<file path="src/rtl/msf_pkg.sv">
package msf_pkg;

  localparam int FrameW = 60;
  localparam int LastSec = 59;

  localparam logic [7:0] MinuteId = 8'h7E;
  localparam logic [8:0] MarkMs = 9'd500;
  localparam logic [8:0] SlotMs = 9'd100;
  localparam logic [8:0] HoldMs = 9'd0;

  localparam logic OpLoad = 1'b0;
  localparam logic OpTick = 1'b1;

  typedef struct packed {
    logic [FrameW-1:0] a;
    logic [FrameW-1:0] b;
  } frame_t;

  typedef struct packed {
    logic busy;
    logic mark;
    logic [1:0] seg;
  } seq_stat_t;

endpackage

</file>
<file path="src/rtl/msf_in_if.sv">
interface msf_in_if;
  logic       valid;
  logic       ready;
  logic       opcode;
  logic [6:0] year_in_century;
  logic [3:0] month;
  logic [4:0] day_of_month;
  logic [2:0] weekday;
  logic [4:0] hour;
  logic [5:0] minute_value;
  logic       summer_time;
  logic [5:0] second_index;

  modport source (
    output valid, opcode, year_in_century, month, day_of_month, weekday, hour,
           minute_value, summer_time, second_index,
    input  ready
  );
  modport sink (
    input  valid, opcode, year_in_century, month, day_of_month, weekday, hour,
           minute_value, summer_time, second_index,
    output ready
  );
endinterface

</file>
<file path="src/rtl/msf_out_if.sv">
interface msf_out_if;
  logic       valid;
  logic       ready;
  logic       carrier_lvl;
  logic [8:0] seg_ms;
  logic       last_segment;

  modport source (
    output valid, carrier_lvl, seg_ms, last_segment,
    input  ready
  );
  modport sink (
    input  valid, carrier_lvl, seg_ms, last_segment,
    output ready
  );
endinterface

</file>
<file path="src/rtl/msf_time_code_encoder_core.sv">
// Channel | Dir | Handshake        | Payload
// in_ch   | in  | valid/ready      | opcode, year..minute_value, summer_time, second_index
// out_ch  | out | valid/ready      | carrier_lvl, seg_ms, last_segment
//
// A load transfer rebuilds both frames; it gives no segment.
// A tick at second 0 gives 2 segments, any other tick 4, one per cycle from the
// segment sequencer while out_ch is not stalled.
// The next item is taken in the cycle the last segment moves to the output register.
// rst_n is synchronous, active low: frames clear to zero, no segment pending.
// A stall on out_ch holds the output register and pauses the sequencer.
module msf_time_code_encoder_core (
  input logic       clk,
  input logic       rst_n,
  msf_in_if.sink    in_ch,
  msf_out_if.source out_ch
);
  import msf_pkg::*;

  frame_t    frames;
  seq_stat_t stat;
  logic      take_ok;
  logic      in_fire;
  logic      load;
  logic      tick;

  assign in_ch.ready = take_ok;
  assign in_fire     = in_ch.valid && take_ok;
  assign load        = in_fire && (in_ch.opcode == OpLoad);
  assign tick        = in_fire && (in_ch.opcode == OpTick);

  // frame builder: BCD fields, minute identifier and parity into A/B frames
  msf_frame u_frame (
    .clk             (clk),
    .rst_n           (rst_n),
    .load            (load),
    .year_in_century (in_ch.year_in_century),
    .month           (in_ch.month),
    .day_of_month    (in_ch.day_of_month),
    .weekday         (in_ch.weekday),
    .hour            (in_ch.hour),
    .minute_value    (in_ch.minute_value),
    .summer_time     (in_ch.summer_time),
    .frames          (frames)
  );

  // segment sequencer: latches the second's A/B bits at the tick transfer,
  // then steps its segments into the output register
  msf_seq u_seq (
    .clk          (clk),
    .rst_n        (rst_n),
    .start        (tick),
    .second_index (in_ch.second_index),
    .frames       (frames),
    .take_ok      (take_ok),
    .stat         (stat),
    .out_ch       (out_ch)
  );

`ifndef NO_ASSERTIONS
  // the final segment of a second is always carrier high until the next second
  a_last_high: assert property (@(posedge clk) disable iff (!rst_n)
    out_ch.valid && out_ch.last_segment |->
      out_ch.carrier_lvl && (out_ch.seg_ms == HoldMs))
    else $error("last segment is not an open-ended high");

  // the 500 ms mark is only ever a carrier-off segment
  a_mark_off: assert property (@(posedge clk) disable iff (!rst_n)
    out_ch.valid && (out_ch.seg_ms == MarkMs) |->
      !out_ch.carrier_lvl && !out_ch.last_segment)
    else $error("500 ms segment with carrier high");

  // a tick transfer starts the sequencer at its first segment
  a_tick_starts: assert property (@(posedge clk) disable iff (!rst_n)
    tick |=> stat.busy && (stat.seg == 2'd0))
    else $error("tick did not start the sequencer");

  // a second-0 sequence never gets past its second segment
  a_mark_len: assert property (@(posedge clk) disable iff (!rst_n)
    stat.busy && stat.mark |-> (stat.seg == 2'd0) || (stat.seg == 2'd1))
    else $error("mark sequence overran");
`endif

endmodule

</file>
<file path="src/rtl/msf_frame.sv">
module msf_frame (
  input  logic            clk,
  input  logic            rst_n,
  input  logic            load,
  input  logic [6:0]      year_in_century,
  input  logic [3:0]      month,
  input  logic [4:0]      day_of_month,
  input  logic [2:0]      weekday,
  input  logic [4:0]      hour,
  input  logic [5:0]      minute_value,
  input  logic            summer_time,
  output msf_pkg::frame_t frames
);
  import msf_pkg::*;

  // two BCD digits; tens taken mod 10, quotient by reciprocal 205/2048
  function automatic logic [7:0] bcd(input logic [6:0] v);
    logic [14:0] p;
    logic [3:0]  q;
    logic [3:0]  tens;
    logic [6:0]  rem;
    p    = 15'(v) * 15'd205;
    q    = p[14:11];
    tens = (q >= 4'd10) ? 4'(q - 4'd10) : q;
    rem  = 7'(v - 7'(q) * 7'd10);
    return {tens, rem[3:0]};
  endfunction

  logic [7:0] yr_bcd, mo_bcd, dy_bcd, wd_bcd, hr_bcd, mi_bcd;
  frame_t     frames_r, frames_nxt;

  always_comb begin
    yr_bcd = bcd(year_in_century);
    mo_bcd = bcd(7'(month));
    dy_bcd = bcd(7'(day_of_month));
    wd_bcd = bcd(7'(weekday));
    hr_bcd = bcd(7'(hour));
    mi_bcd = bcd(7'(minute_value));

    frames_nxt = frames_r;
    if (load) begin
      frames_nxt.a = {17'd0, yr_bcd, mo_bcd[4:0], dy_bcd[5:0], wd_bcd[2:0],
                      hr_bcd[5:0], mi_bcd[6:0], MinuteId};
      frames_nxt.b = '0;
      frames_nxt.b[5] = ~^frames_nxt.a[42:35];
      frames_nxt.b[4] = ~^frames_nxt.a[34:24];
      frames_nxt.b[3] = ~^frames_nxt.a[23:21];
      frames_nxt.b[2] = ~^frames_nxt.a[20:8];
      frames_nxt.b[1] = summer_time;
    end
  end

  always_ff @(posedge clk) begin
    if (!rst_n) begin
      frames_r <= '0;
    end else begin
      frames_r <= frames_nxt;
    end
  end

  assign frames = frames_r;

endmodule

</file>
<file path="src/rtl/msf_seq.sv">
module msf_seq (
  input  logic               clk,
  input  logic               rst_n,
  input  logic               start,
  input  logic [5:0]         second_index,
  input  msf_pkg::frame_t    frames,
  output logic               take_ok,
  output msf_pkg::seq_stat_t stat,
  msf_out_if.source          out_ch
);
  import msf_pkg::*;

  logic       busy_r, busy_nxt;
  logic [1:0] seg_r, seg_nxt;
  logic       mark_r, mark_nxt;
  logic       a_r, a_nxt;
  logic       b_r, b_nxt;
  logic       out_valid_r, out_valid_nxt;
  logic       out_high_r, out_high_nxt;
  logic [8:0] out_ms_r, out_ms_nxt;
  logic       out_last_r, out_last_nxt;

  logic       adv, seg_last, in_data;
  logic [5:0] bit_idx;

  always_comb begin
    adv      = busy_r && (!out_valid_r || out_ch.ready);
    seg_last = mark_r ? (seg_r == 2'd1) : (seg_r == 2'd3);
    take_ok  = !busy_r || (adv && seg_last);

    // second s carries frame bit 59-s; second 0 and out-of-range seconds read as zero
    bit_idx = 6'(LastSec) - second_index;
    in_data = (second_index inside {[6'd1 : 6'(LastSec)]});

    busy_nxt = busy_r;
    seg_nxt  = seg_r;
    mark_nxt = mark_r;
    a_nxt    = a_r;
    b_nxt    = b_r;
    if (start) begin
      busy_nxt = 1'b1;
      seg_nxt  = 2'd0;
      mark_nxt = (second_index == 6'd0);
      a_nxt    = in_data && frames.a[bit_idx];
      b_nxt    = in_data && frames.b[bit_idx];
    end else if (adv) begin
      busy_nxt = !seg_last;
      seg_nxt  = 2'(seg_r + 2'd1);
    end

    out_valid_nxt = out_valid_r && !out_ch.ready;
    out_high_nxt  = out_high_r;
    out_ms_nxt    = out_ms_r;
    out_last_nxt  = out_last_r;
    if (adv) begin
      out_valid_nxt = 1'b1;
      out_last_nxt  = seg_last;
      case (seg_r)
        2'd0: begin
          out_high_nxt = 1'b0;
          out_ms_nxt   = mark_r ? MarkMs : SlotMs;
        end
        2'd1: begin
          out_high_nxt = mark_r ? 1'b1 : !a_r;
          out_ms_nxt   = mark_r ? HoldMs : SlotMs;
        end
        2'd2: begin
          out_high_nxt = !b_r;
          out_ms_nxt   = SlotMs;
        end
        default: begin
          out_high_nxt = 1'b1;
          out_ms_nxt   = HoldMs;
        end
      endcase
    end
  end

  always_ff @(posedge clk) begin
    if (!rst_n) begin
      busy_r      <= 1'b0;
      seg_r       <= 2'd0;
      out_valid_r <= 1'b0;
    end else begin
      busy_r      <= busy_nxt;
      seg_r       <= seg_nxt;
      out_valid_r <= out_valid_nxt;
    end
  end

  always_ff @(posedge clk) begin
    mark_r     <= mark_nxt;
    a_r        <= a_nxt;
    b_r        <= b_nxt;
    out_high_r <= out_high_nxt;
    out_ms_r   <= out_ms_nxt;
    out_last_r <= out_last_nxt;
  end

  assign out_ch.valid        = out_valid_r;
  assign out_ch.carrier_lvl  = out_high_r;
  assign out_ch.seg_ms       = out_ms_r;
  assign out_ch.last_segment = out_last_r;

  assign stat = '{busy: busy_r, mark: mark_r, seg: seg_r};

endmodule
</file>
<file path="src/flat_wrapper.sv">
// flat-port wrapper written by rule: the top's interface ports become plain ports
module msf_time_code_encoder_core_flat import msf_pkg::*;
  (clk, rst_n, in_ch_valid, in_ch_opcode, in_ch_year_in_century, in_ch_month, in_ch_day_of_month, in_ch_weekday, in_ch_hour, in_ch_minute_value, in_ch_summer_time, in_ch_second_index, in_ch_ready, out_ch_valid, out_ch_carrier_lvl, out_ch_seg_ms, out_ch_last_segment, out_ch_ready);
  msf_in_if in_ch_i ();
  msf_out_if out_ch_i ();
  input logic clk;
  input logic rst_n;
  input wire logic [$bits(in_ch_i.valid)-1:0] in_ch_valid;
  input wire logic [$bits(in_ch_i.opcode)-1:0] in_ch_opcode;
  input wire logic [$bits(in_ch_i.year_in_century)-1:0] in_ch_year_in_century;
  input wire logic [$bits(in_ch_i.month)-1:0] in_ch_month;
  input wire logic [$bits(in_ch_i.day_of_month)-1:0] in_ch_day_of_month;
  input wire logic [$bits(in_ch_i.weekday)-1:0] in_ch_weekday;
  input wire logic [$bits(in_ch_i.hour)-1:0] in_ch_hour;
  input wire logic [$bits(in_ch_i.minute_value)-1:0] in_ch_minute_value;
  input wire logic [$bits(in_ch_i.summer_time)-1:0] in_ch_summer_time;
  input wire logic [$bits(in_ch_i.second_index)-1:0] in_ch_second_index;
  output wire logic [$bits(in_ch_i.ready)-1:0] in_ch_ready;
  output wire logic [$bits(out_ch_i.valid)-1:0] out_ch_valid;
  output wire logic [$bits(out_ch_i.carrier_lvl)-1:0] out_ch_carrier_lvl;
  output wire logic [$bits(out_ch_i.seg_ms)-1:0] out_ch_seg_ms;
  output wire logic [$bits(out_ch_i.last_segment)-1:0] out_ch_last_segment;
  input wire logic [$bits(out_ch_i.ready)-1:0] out_ch_ready;
  assign in_ch_i.valid = in_ch_valid;
  assign in_ch_i.opcode = in_ch_opcode;
  assign in_ch_i.year_in_century = in_ch_year_in_century;
  assign in_ch_i.month = in_ch_month;
  assign in_ch_i.day_of_month = in_ch_day_of_month;
  assign in_ch_i.weekday = in_ch_weekday;
  assign in_ch_i.hour = in_ch_hour;
  assign in_ch_i.minute_value = in_ch_minute_value;
  assign in_ch_i.summer_time = in_ch_summer_time;
  assign in_ch_i.second_index = in_ch_second_index;
  assign in_ch_ready = in_ch_i.ready;
  assign out_ch_valid = out_ch_i.valid;
  assign out_ch_carrier_lvl = out_ch_i.carrier_lvl;
  assign out_ch_seg_ms = out_ch_i.seg_ms;
  assign out_ch_last_segment = out_ch_i.last_segment;
  assign out_ch_i.ready = out_ch_ready;
  msf_time_code_encoder_core u_core (.clk(clk), .rst_n(rst_n), .in_ch(in_ch_i), .out_ch(out_ch_i));
endmodule
</file>
<file path="config.mk">
export PLATFORM = sky130hd
export DESIGN_NAME = msf_time_code_encoder_core_flat
export DESIGN_NICKNAME = d
export VERILOG_FILES = /design/src/rtl/msf_pkg.sv /design/src/rtl/msf_in_if.sv /design/src/rtl/msf_out_if.sv /design/src/rtl/msf_time_code_encoder_core.sv /design/src/rtl/msf_frame.sv /design/src/rtl/msf_seq.sv /design/src/flat_wrapper.sv
export SDC_FILE = /design/constraint.sdc
export NUM_CORES = 1
export LEC_CHECK = 0
export BUFFER_PORTS_ARGS = -buffer_cell sky130_fd_sc_hd__buf_2
export CAP_MARGIN = 20
export CELL_PAD_IN_SITES_DETAIL_PLACEMENT = 1
export CELL_PAD_IN_SITES_GLOBAL_PLACEMENT = 1
export CORE_MARGIN = 2
export CORE_UTILIZATION = 43
export CTS_BUF_LIST = sky130_fd_sc_hd__clkbuf_8
export CTS_CLUSTER_DIAMETER = 150
export DETAILED_ROUTE_END_ITERATION = 7
export PLACE_DENSITY_LB_ADDON = 0.08
export SETUP_SLACK_MARGIN = 0.05
export SLEW_MARGIN = 20
export SYNTH_ARGS = -nofsm -noshare
export SYNTH_HDL_FRONTEND = slang
export SYNTH_SLANG_ARGS = --single-unit
</file>
<file path="constraint.sdc">
create_clock -name clk -period 5.5 [get_ports clk]
set_clock_uncertainty 0.2 [all_clocks]
set_input_delay 0.825 -clock clk [delete_from_list [all_inputs] [get_ports clk]]
set_output_delay 0.825 -clock clk [all_outputs]
set_load 0.02 [all_outputs]
</file>
==> results.toml <==
[pwr]
leakage_nw = 3.20
power.density_nw_per_um2 = 277
peakVddDrop_mv = 0.106

[yosys]
syn_avg_cell_area_um2 = 9.13
ys_ff_latch = 52
synthDistinctLibCells = 60
async_flop_share = 0
synth_seq_area_share = 0.192
yosysWarnings = 0
ys.flop_type = "dfxtp_1"
synth-edff-count = 7
syn-cell-area_um2 = 5780
synthCells = 633

[clock_tree]
cts_tree = "yes"
cts_sinks = 52
clk_pin_slew_ps = 90
clockBufferDepth = 2
cts-root-buf = "clkbuf_8"
htree_levels = 2
cts_buffers = 5
cts_hold_buf = 0
clkLatencyLatePin_ps = 320

[worst_setup_path]
crit_slowest_cell = "fa_1"
crit_fanout = 4
r2r_end = "u_core.u_frame.frames[5]"
critPathRequiredTime_ps = 5530
crit_arrival_ps = 5330
crit_chain = "buf_8, ha_4, inv_2, fa_1, inv_1, ha_1, inv_2, fa_1, inv_2, ha_4, a21oi_2, o21ai_2, or3_1, a21oi_2, xnor2_2, ha_2, fa_1, xor2_1, xnor2_1, xnor2_1, or3_1, o211ai_1"
path_class = "input port to register"
max_stage_delay_ps = 570
end_kind = "register"
r2r-start = "u_core.u_seq.seg_r[1]"
worstRegToRegCells = 9
ff2ff_setup_slack_ps = 2980
cp-start-kind = "input port"

[floorplanning]
die_h_um = 120
core_um2 = 13200
die_area_um2 = 14400
row_count = 42
io-pin-count = 55
start_util = 0.438
die_w_um = 120

[sta]
setup_viol = 0
rsz0062_at_grt = "true"
period_share = 0.962
hold_viol = 0
min_period_ps = 5290
max-slew-margin-rel = 0.597
clock.fmax_mhz = 189
fin_setup_tns_ps = 0
tightest_slew_ps = 603
slew_violations = 0

[placement]
placed_cell_area_um2 = 6310
gp_congestion = 0.803
dp_hpwl_um = 10300
placed_cells = 859
port-buffer-count = 51

[layout]
design_area_um2 = 6580
area_growth_syn_to_layout_pct = 13.8
fin_util = 0.499
final_cell_mix = "ha_1, inv_1, nand2_1"
diodes = 0
final_common_cell = "ha_1"
nets = 890
drive_gt1_frac = 0.187
fin_cells = 871

[route]
drt_wl_total_um = 12400
dr.pass1.iters = 4
dr_wl_met3_um = 286
wl_met1_um = 5780
ant_nets = 0
vias_per_cell = 5.14
drt_iter0_markers = 95
drc = 0
top_layer = "met4"
routed-wl-met2_um = 6210
wire_per_inst_um = 14.2
vias = 4479

[grt]
grt_max_degree = 53
antenna_found_initial = 0
gr-total-overflow = 0
grt_use_total = 0.181
grt_pass1_vias = 4768
grt_pass1_wl_um = 21600

[min_path]
worstHoldStart = "u_core.u_frame.frames[101]"
min_path_type = "register to register"
whs_endpoint = "u_core.u_frame.frames[101]"
holdPathStages = 2

[run_status]
status = "completed"

[job]
cap_violations = 0
per-layer routing:
metal / global-route usage / up-vias
li1: - / 2276
met1: 0.226 / 2147
met5: 0 / -
met4: 0.0301 / 0
met2: 0.339 / 49
met3: 0.0171 / 7
final cells by class:
class	count	area [um2]
multi-input cells	470	4330
fillers	1548	6610
clock buffers	5	68.8
flip-flops and latches	52	1110
inverters	88	330
well taps	176	220
repair buffers	77	487
clock inverters	3	27.5
worst max-delay path by stage:
| stage | start | to | slack, ps | depth (start not counted) |
|---|---|---|---|---|
| 2_1_floorplan | in_ch_year_in_century[4] | u_core.u_frame.frames[5] | 70 | 21 |
| 3_3_place_gp | in_ch_year_in_century[4] | u_core.u_frame.frames[5] | -110 | 22 |
| 3_5_place_dp | in_ch_year_in_century[4] | u_core.u_frame.frames[5] | -270 | 22 |
| 4_1_cts | in_ch_year_in_century[4] | u_core.u_frame.frames[5] | 60 | 22 |
| 5_1_grt | in_ch_year_in_century[4] | u_core.u_frame.frames[5] | -10 | 22 |
| 6_report | in_ch_year_in_century[4] | u_core.u_frame.frames[5] | 210 | 22 |
cells in the mapped netlist, types with 4 or more instances:
cell type	n	share of area
ha_1	132	0.29
inv_1	88	0.057
nand2_1	58	0.038
dfxtp_1	45	0.16
xnor2_1	42	0.064
a21oi_1	35	0.030
nor2_1	34	0.022
fa_1	22	0.076
a211oi_1	17	0.022
clkbuf_1	14	0.0091
o21ai_0	12	0.010
nand3_1	11	0.0095
mux4_2	9	0.035
nand2b_1	9	0.0097
xor2_1	8	0.012
buf_4	7	0.0091
edfxtp_1	7	0.036
nor3_1	6	0.0052
or2_2	5	0.0054
a31oi_1	4	0.0043
mux2i_1	4	0.0069
nor2b_1	4	0.0043
state kept, by name (all words and copies together), names as in the netlist:
register / flops
u_core.u_seq.b_r: 1
u_core.u_seq.a_r: 1
u_core.u_seq.out_ch.valid: 1
u_core.u_seq.mark_r: 1
u_core.u_seq.busy_r: 1
u_core.u_frame.frames: 41
u_core.u_seq.out_ch.last_segment: 1
u_core.u_seq.out_ch.carrier_lvl: 1
u_core.u_seq.seg_r: 2
u_core.u_seq.out_ch.seg_ms: 2
worst max-delay path, delay by kind of cell:
family	cells	cell delay, ps
AOI/OAI and AO/OA	4	530
xor gates and xnor gates	4	520
adders and majority gates	7	2490
buffers and inverters	5	270
and+or+nand+nor	2	680
report_power, final:
group	internal [mW]	switching (mW)	total, mW
sequential	0.419	0.0175	0.436
clock	0.0937	0.139	0.233
combinational	0.572	0.582	1.15
metrics by stage:
stage          total power [mW]  worst slack, ps  hold slack [ps]
2_1_floorplan              1.25             66.9              229
3_3_place_gp               1.50             -107              243
3_5_place_dp               1.55             -270              247
4_1_cts                    1.78             55.2              263
5_1_grt                    1.99            -12.4              290
6_report                   1.82              209              261
timing repair:
item / 4_1_cts / 5_1_grt
resized for setup: 0 / 21
endpoints found under the setup margin: 0 / 3
hold endpoints to repair: 0 / 0
buffers inserted: 0 / 3
cell families after synthesis:
logic type      Yosys count  share of synthesized area
buf+inv                 113                     0.0807
compound gates          101                      0.120
fa+ha+maj               154                      0.362
simple gates            144                      0.114
xor+xnor                 52                     0.0825
mux                      16                     0.0478
other cells               1                   0.000649
flops                    52                      0.192
Note: power is estimated with default switching activity, not from simulation.
